## config.mk

```make
export PLATFORM = sky130hd
export DESIGN_NAME = wfc_cell
export DESIGN_NICKNAME = d
export VERILOG_FILES = /design/src/rtl/wfc_pkg.sv /design/src/rtl/wfc_cell.sv
export SDC_FILE = /design/constraint.sdc
export NUM_CORES = 1
export LEC_CHECK = 0
export BUFFER_PORTS_ARGS = -buffer_cell sky130_fd_sc_hd__buf_2
export CELL_PAD_IN_SITES_DETAIL_PLACEMENT = 2
export CELL_PAD_IN_SITES_GLOBAL_PLACEMENT = 2
export CORE_ASPECT_RATIO = 2
export CORE_UTILIZATION = 28
export CTS_CLUSTER_DIAMETER = 120
export DETAILED_ROUTE_END_ITERATION = 16
export PLACE_DENSITY_LB_ADDON = 0.1
export SYNTH_ARGS = -nofsm -noshare
export SYNTH_HDL_FRONTEND = slang
export SYNTH_SLANG_ARGS = --single-unit
export TNS_END_PERCENT = 1
```

## constraint.sdc

```tcl
create_clock -name clk -period 3.9 [get_ports clk]
set_clock_uncertainty 0.2 [all_clocks]
set_input_delay 0.78 -clock clk [delete_from_list [all_inputs] [get_ports clk]]
set_output_delay 0.78 -clock clk [all_outputs]
set_load 0.1 [all_outputs]
```

## src/rtl/wfc_pkg.sv

```systemverilog
`timescale 1ns / 1ps
`default_nettype none
// -----------------------------------------------------------------------------
// wfc_pkg
// Shared codes, token and write types of the word frequency counter.
// -----------------------------------------------------------------------------
package wfc_pkg;

	localparam logic [1:0] REQ_TEXT  = 2'd0;
	localparam logic [1:0] REQ_READ  = 2'd1;
	localparam logic [1:0] REQ_CLEAR = 2'd2;
	localparam logic [1:0] REQ_UNDEF = 2'd3;

	localparam logic [1:0] KIND_KNOWN = 2'd0;
	localparam logic [1:0] KIND_NEW   = 2'd1;
	localparam logic [1:0] KIND_DROP  = 2'd2;
	localparam logic [1:0] KIND_READ  = 2'd3;

	localparam int SLOT_MAX_W = 12;
	localparam int CNT_MAX_W  = 32;

	typedef struct packed {
		logic                  rd;
		logic [63:0]           head;
		logic [23:0]           tail;
		logic [3:0]            len;
		logic                  trunc;
		logic                  found;
		logic [SLOT_MAX_W-1:0] slot;
		logic [CNT_MAX_W-1:0]  cnt;
	} token_t;

	typedef struct packed {
		logic                  en;
		logic [SLOT_MAX_W-1:0] addr;
		logic [63:0]           head;
		logic [23:0]           tail;
		logic [3:0]            len;
	} wr_t;

	function automatic logic is_delim(input logic [7:0] b);
		unique case (b)
			8'h00, 8'h20, 8'h0A, 8'h22, 8'h2E, 8'h2C,
			8'h3B, 8'h3A, 8'h21, 8'h3F, 8'h29, 8'h28: is_delim = 1'b1;
			default: is_delim = 1'b0;
		endcase
	endfunction

endpackage
`default_nettype wire

```

## src/rtl/wfc_cell.sv

```systemverilog
`timescale 1ns / 1ps
`default_nettype none
// -----------------------------------------------------------------------------
// wfc_cell
// One table slot: holds a word and its count, compares the passing token.
// -----------------------------------------------------------------------------
module wfc_cell import wfc_pkg::*; #(
	parameter int IDX = 0,
	parameter int CW  = 16,
	parameter int WCW = 10
) (
	input  wire logic           clk,
	input  wire logic           arst_n,
	input  wire logic           vld_in,
	input  wire token_t         tok_in,
	input  wire logic [WCW-1:0] words,
	input  wire wr_t            wr,
	output logic                vld_out,
	output token_t              tok_out
);

	localparam logic [SLOT_MAX_W-1:0] ME = SLOT_MAX_W'(IDX);
	localparam logic [CW-1:0] CMAX = {CW{1'b1}};

	logic [63:0]   head_q;
	logic [23:0]   tail_q;
	logic [3:0]    len_q;
	logic [CW-1:0] cnt_q;
	logic          used;
	logic          hit;
	logic          sel;
	logic [CW-1:0] cnt_inc;
	token_t        tok_d;

	assign used    = WCW'(IDX) < words;
	assign hit     = vld_in && !tok_in.rd && !tok_in.found && used &&
	                 head_q == tok_in.head && tail_q == tok_in.tail &&
	                 len_q == tok_in.len;
	assign sel     = vld_in && tok_in.rd && used && tok_in.slot == ME;
	assign cnt_inc = (cnt_q < CMAX) ? cnt_q + CW'(1) : cnt_q;

	always_comb begin
		tok_d = tok_in;
		if (hit) begin
			tok_d.found = 1'b1;
			tok_d.slot  = ME;
			tok_d.cnt   = CNT_MAX_W'(cnt_inc);
		end
		if (sel) begin
			tok_d.head = head_q;
			tok_d.tail = tail_q;
			tok_d.len  = len_q;
			tok_d.cnt  = CNT_MAX_W'(cnt_q);
		end
	end

	always_ff @(posedge clk) begin
		if (wr.en && wr.addr == ME) begin
			head_q <= wr.head;
			tail_q <= wr.tail;
			len_q  <= wr.len;
			cnt_q  <= CW'(1);
		end else if (hit) begin
			cnt_q <= cnt_inc;
		end
		tok_out <= tok_d;
	end

	always_ff @(posedge clk or negedge arst_n) begin
		if (!arst_n) begin
			vld_out <= 1'b0;
		end else begin
			vld_out <= vld_in;
		end
	end

endmodule
`default_nettype wire

```

# Word level (Yosys, flattened, before mapping)
# Cells that the tools add are included.
# totals
ff_bits,248
latchBits,0
ramBits,0
mem_bits_ro,0
in_bits,257
out_inout_bits,140
wordCells,39
memories,0
# op_classes
n_addsub,1
n_mul,0
div_mod_pow,0
magnitude_cmp,2
n_eq_ne,3
shifts,0
muxes,4
n_bitwise,0
reduce_logical,15
# op_table
operator,count
92-bit two-way mux,1
64-bit == test,1
16-bit two-way mux,3
24-bit == test,1
12-bit logical NOT,2
"16-bit by 1-bit adder with 16-bit output, second input constant",1
"16-bit less-than comparator, second input constant",1
1-bit logical AND,10
"1-bit by 10-bit less-than comparator with 1-bit output, first input constant",1
4-bit == test,1
1-bit logical NOT,2
2-bit OR reduction,1

# Logic depth before layout (Yosys ltp)
# depth
ltp_word,9
mapped_depth,9
ltp_nobuf,7

# Least setup slack after synthesis
# Ideal clock, no wire load.
# synth_timing
path_kind,input to register
startpoint,in wr[93] (netlist bit)
endpoint,reg head_q[0] (enable)
setup_ps,493
arrival_ps,4692
required_ps,3207
path_slack_ps,-1485
stages,3
path_buffers,1
cell_sequence,or4_1 nor4_1 clkbuf_1
# synth_between
elab_chain_len,2
# synth_lines
element,line_no,rtl
start: declaration,wfc_cell.sv:17,"input wire wr_t wr,"
12-bit logical NOT,wfc_cell.sv:58,if (wr.en && wr.addr == ME) begin
1-bit logical AND,wfc_cell.sv:58,
end signal: assignment,wfc_cell.sv:59,head_q <= wr.head;
end: declaration,wfc_cell.sv:25,logic [63:0] head_q;
# No other way between the ends.
# A chain may end at the register's enable or synchronous reset.

# Worst setup path in the final report
# layout_timing
startpoint,reg head_q[12]
endpoint,reg cnt_q[5]
# layout_between
elab_chain_len,4
# layout_lines
element,line_no,rtl
64-bit == test,wfc_cell.sv:37,head_q == tok_in.head && tail_q == tok_in.tail &&
1-bit logical AND,wfc_cell.sv:36,assign hit = vld_in && !tok_in.rd && !tok_in.found && used &&
1-bit logical AND (2 in a row),wfc_cell.sv:37,
end signal: assignment,wfc_cell.sv:64,cnt_q <= cnt_inc;
end: declaration,wfc_cell.sv:28,logic [CW-1:0] cnt_q;
# No other way between the ends.

==> flow_metrics.py <==
metrics = {
    "run": {
        "max_cap_viol_count": 0,
    },
    "cells_and_area": {
        "instances_no_fill": 1831,
        "syn_to_final_growth_pct": 35.0,
        "layout_utilization": 0.384,
        "layout-drive-gt1-share": 0.336,
        "number_of_nets_in_the_layout": 1614,
    },
    "timing": {
        "rsz0062_at_grt": "false",
        "post-route-min-period_ns": 3.09,
        "max-slew-margin-rel": 0.450,
        "setup_viol_count_final": 0,
        "tightest_slew_ns": 0.818,
        "final_hold_viols": 0,
        "fmax_mhz": 324,
        "final_max_slew_viol_count": 0,
        "fin_setup_tns_ns": 0,
        "final.period_utilization": 0.792,
    },
    "routing": {
        "via_per_inst": 4.79,
        "num_vias": 8765,
        "dr.first_iter.drc_count": 239,
        "iteration_count_of_the_initial_detailed_routing_pass": 4,
        "drc": 0,
        "wl_per_cell_um": 22.9,
        "drt.antenna.violating_nets": 0,
        "wirelength_um": 41900,
    },
    "synthesis": {
        "dominantRegCellSynth": "dfxtp_1",
        "yosys_synthesis_warning_count": 0,
        "netlist-cell-type-count": 47,
        "synth_xor_xnor_area_share": 0.0825,
        "synth-compound-area-share": 0.0499,
        "mappedNetlistArea_sq_mm": 0.00976,
        "synth.largest_area_cell": "dfxtp_1",
        "muxShareOfSynthArea": 0.00205,
        "postSynthCellCount": 959,
        "dominant_combinational_cell_family_by_area_after_synthesis": "simple AND/OR/NAND/NOR gates",
        "synthArstFlopShare": 0.00403,
        "synth.top_cells.by_area": "dfxtp_1, edfxtp_1, nand2_1, xor2_1, nor4_1",
        "most_frequently_used_cell_type_in_the_post_synthesis_netlist": "nand2_1",
        "adder_cell_share_of_the_synthesized_area": 0.00128,
        "yosys_register_bits": 248,
        "netlist_top_cells_count": "nand2_1, dfxtp_1, edfxtp_1",
        "synth_simple_gate_area_share": 0.240,
        "sequential_element_share_of_the_synthesized_area": 0.603,
        "synth_edf_count": 92,
        "mappedNetlistNets": 1217,
        "synth_top_cell_area_share": 0.318,
        "avgSynthCellArea_sq_um": 10.2,
    },
    "clock_network": {
        "cts_htree_levels": 1,
        "cts.reportedPaths.clkPinSlew_ns": 0.07,
        "clock_tree.buffer_depth": 3,
        "numCtsBuffers": 26,
        "post_cts_resize_count": 0,
        "clock_sinks": 248,
        "root_buffer": "clkbuf_16",
        "tritoncts": "yes",
        "insertion_delay_ns": 0.54,
    },
    "setup_path": {
        "setup.worst_path.start_class": "flop",
        "worstPathRequired_ns": 4.17,
        "critPathKind": "flop to flop",
        "crit_path_end_kind": "flop",
        "reg2reg_slack_ns": 0.81,
        "crit_path_max_fanout": 30,
        "data_arrival_time_of_the_critical_path_ns": 3.36,
    },
    "global_route": {
        "track_usage": 0.231,
        "overflow": 0,
        "grt_first_pass_wirelength_um": 59100,
        "grt_pass1_vias": 9716,
        "grt_antenna_before_repair": 19,
        "pin_count_of_the_biggest_net_entering_global_routing": 77,
    },
    "hold_path": {
        "holdCritPathClass": "input port to flop",
    },
    "die": {
        "overall_die_area_sq_mm": 0.0357,
        "core-area_sq_mm": 0.0344,
        "design.portCount": 397,
        "die_span_y_um": 266,
        "floorplan.initialDensity": 0.284,
        "fp-row-count": 96,
        "die_width_um": 134,
    },
    "place": {
        "placed_cells": 1768,
        "finalWeightedCongestion": 0.804,
        "hpwlAfterDp_um": 33000,
        "place.port_buffers": 396,
    },
    "power_and_ir_drop": {
        "power.density_cell_area_mw_per_mm2": 473,
        "leak_nw": 5.83,
        "ir_drop_mv": 0.373,
    },
    "run_status": {
        "status": "complete, no violations",
    },
}
## state kept, by name, summed over array words and instances, names as in the netlist
name and count:
head_q 64, len_q 4, tail_q 24, tok_out 139, cnt_q 16, vld_out 1
## cells in the final DEF (no fill, tap or decap), types with 6 or more instances in the layout
cell | synthesis | final
and2_1 | 19 | 19
clkbuf_16 | 0 | 27
inv_1 | 6 | 6
xor2_1 | 90 | 90
nor4_1 | 46 | 45
buf_2 | 2 | 396
nor2_1 | 20 | 20
nand3_1 | 19 | 19
o211ai_1 | 20 | 20
clkbuf_1 | 35 | 10
or4_1 | 12 | 12
diode_2 | 0 | 14
nor3_1 | 9 | 9
a21oi_1 | 12 | 12
buf_4 | 0 | 12
nand2_1 | 301 | 301
edfxtp_1 | 92 | 92
and3_1 | 19 | 19
dfxtp_1 | 155 | 155
or2_2 | 6 | 6
nand4_1 | 19 | 19
o31ai_1 | 10 | 10
## layout make-up
| type | count | area [sq um] |
|---|---|---|
| clock inverter | 10 | 95.1 |
| tap | 441 | 552 |
| multi-input combinational | 660 | 3680 |
| sequential | 248 | 5890 |
| antenna | 14 | 35.0 |
| inverter | 6 | 22.5 |
| timing repair buffer | 414 | 2180 |
| clock buffer | 38 | 727 |
| fill | 3870 | 21200 |
## metrics by stage
step | total power (W) | worst slack (ns) | hold WS [ns] | cell area, sq um
global route | 0.00645 | 0.721 | 0.122 | 13200
floorplan | 0.00350 | 0.429 | 0.256 | 9770
CTS | 0.00633 | 0.789 | 0.106 | 13100
global placement | 0.00380 | 0.298 | 0.261 | 12300
detailed placement | 0.00382 | 0.336 | 0.278 | 12300
finish | 0.00623 | 0.813 | 0.137 | 13200
## timing repair
action,4_1_cts,5_1_grt
setup buffers,0,0
endpoints found under the hold margin,1,0
hold buffers,1,0
## report_power, final
part           internal [W]  switching, W
clock               0.00142       0.00106
sequential          0.00276     0.0000219
combinational      0.000201      0.000773
total               0.00438       0.00186
## logic make-up (layout without fill, tap and decap cells)
| logic type | after synthesis | in the layout |
|---|---|---|
| xor+xnor | 92 | 92 |
| fa+ha+maj | 1 | 1 |
| mux | 2 | 2 |
| compound gates | 69 | 69 |
| simple gates | 496 | 496 |
| other cells | 0 | 14 |
| buf+inv | 51 | 468 |
| flops | 248 | 248 |
## metal layers
layer  part of all wire  vias up  routed length (um)  global-route usage
met5             0.0013        -                  56                   0
met4              0.061       10                2580               0.151
met3              0.051       98                2130              0.0538
met2               0.59      262               24900               0.473
met1               0.29     4266               12300               0.187
li1                   -     4129                   -                   -
## critical path: stages, from the launching register on
cell      delay [ns]
edfxtp_1        0.40
xor2_1          0.25
nor4_1          0.38
nand4_1         0.28
or4_4           0.78
or4_1           0.53
a21oi_1         0.17
## final timing paths
path	startpoint	endpoint	cells after the start
max	head_q[12]$_DFFE_PP_	cnt_q[5]$_SDFFE_PP0N_	6
min	tok_in[45]	tok_out[45]$_DFF_P_	1
max reg2reg	head_q[12]$_DFFE_PP_	cnt_q[5]$_SDFFE_PP0N_	6
min reg2reg	head_q[40]$_DFFE_PP_	tok_out[114]$_DFF_P_	2
max in group asynchronous	arst_n	vld_out$_DFF_PN0_	2
min in group asynchronous	arst_n	vld_out$_DFF_PN0_	2
No activity file was read; power rests on OpenSTA's default activity.
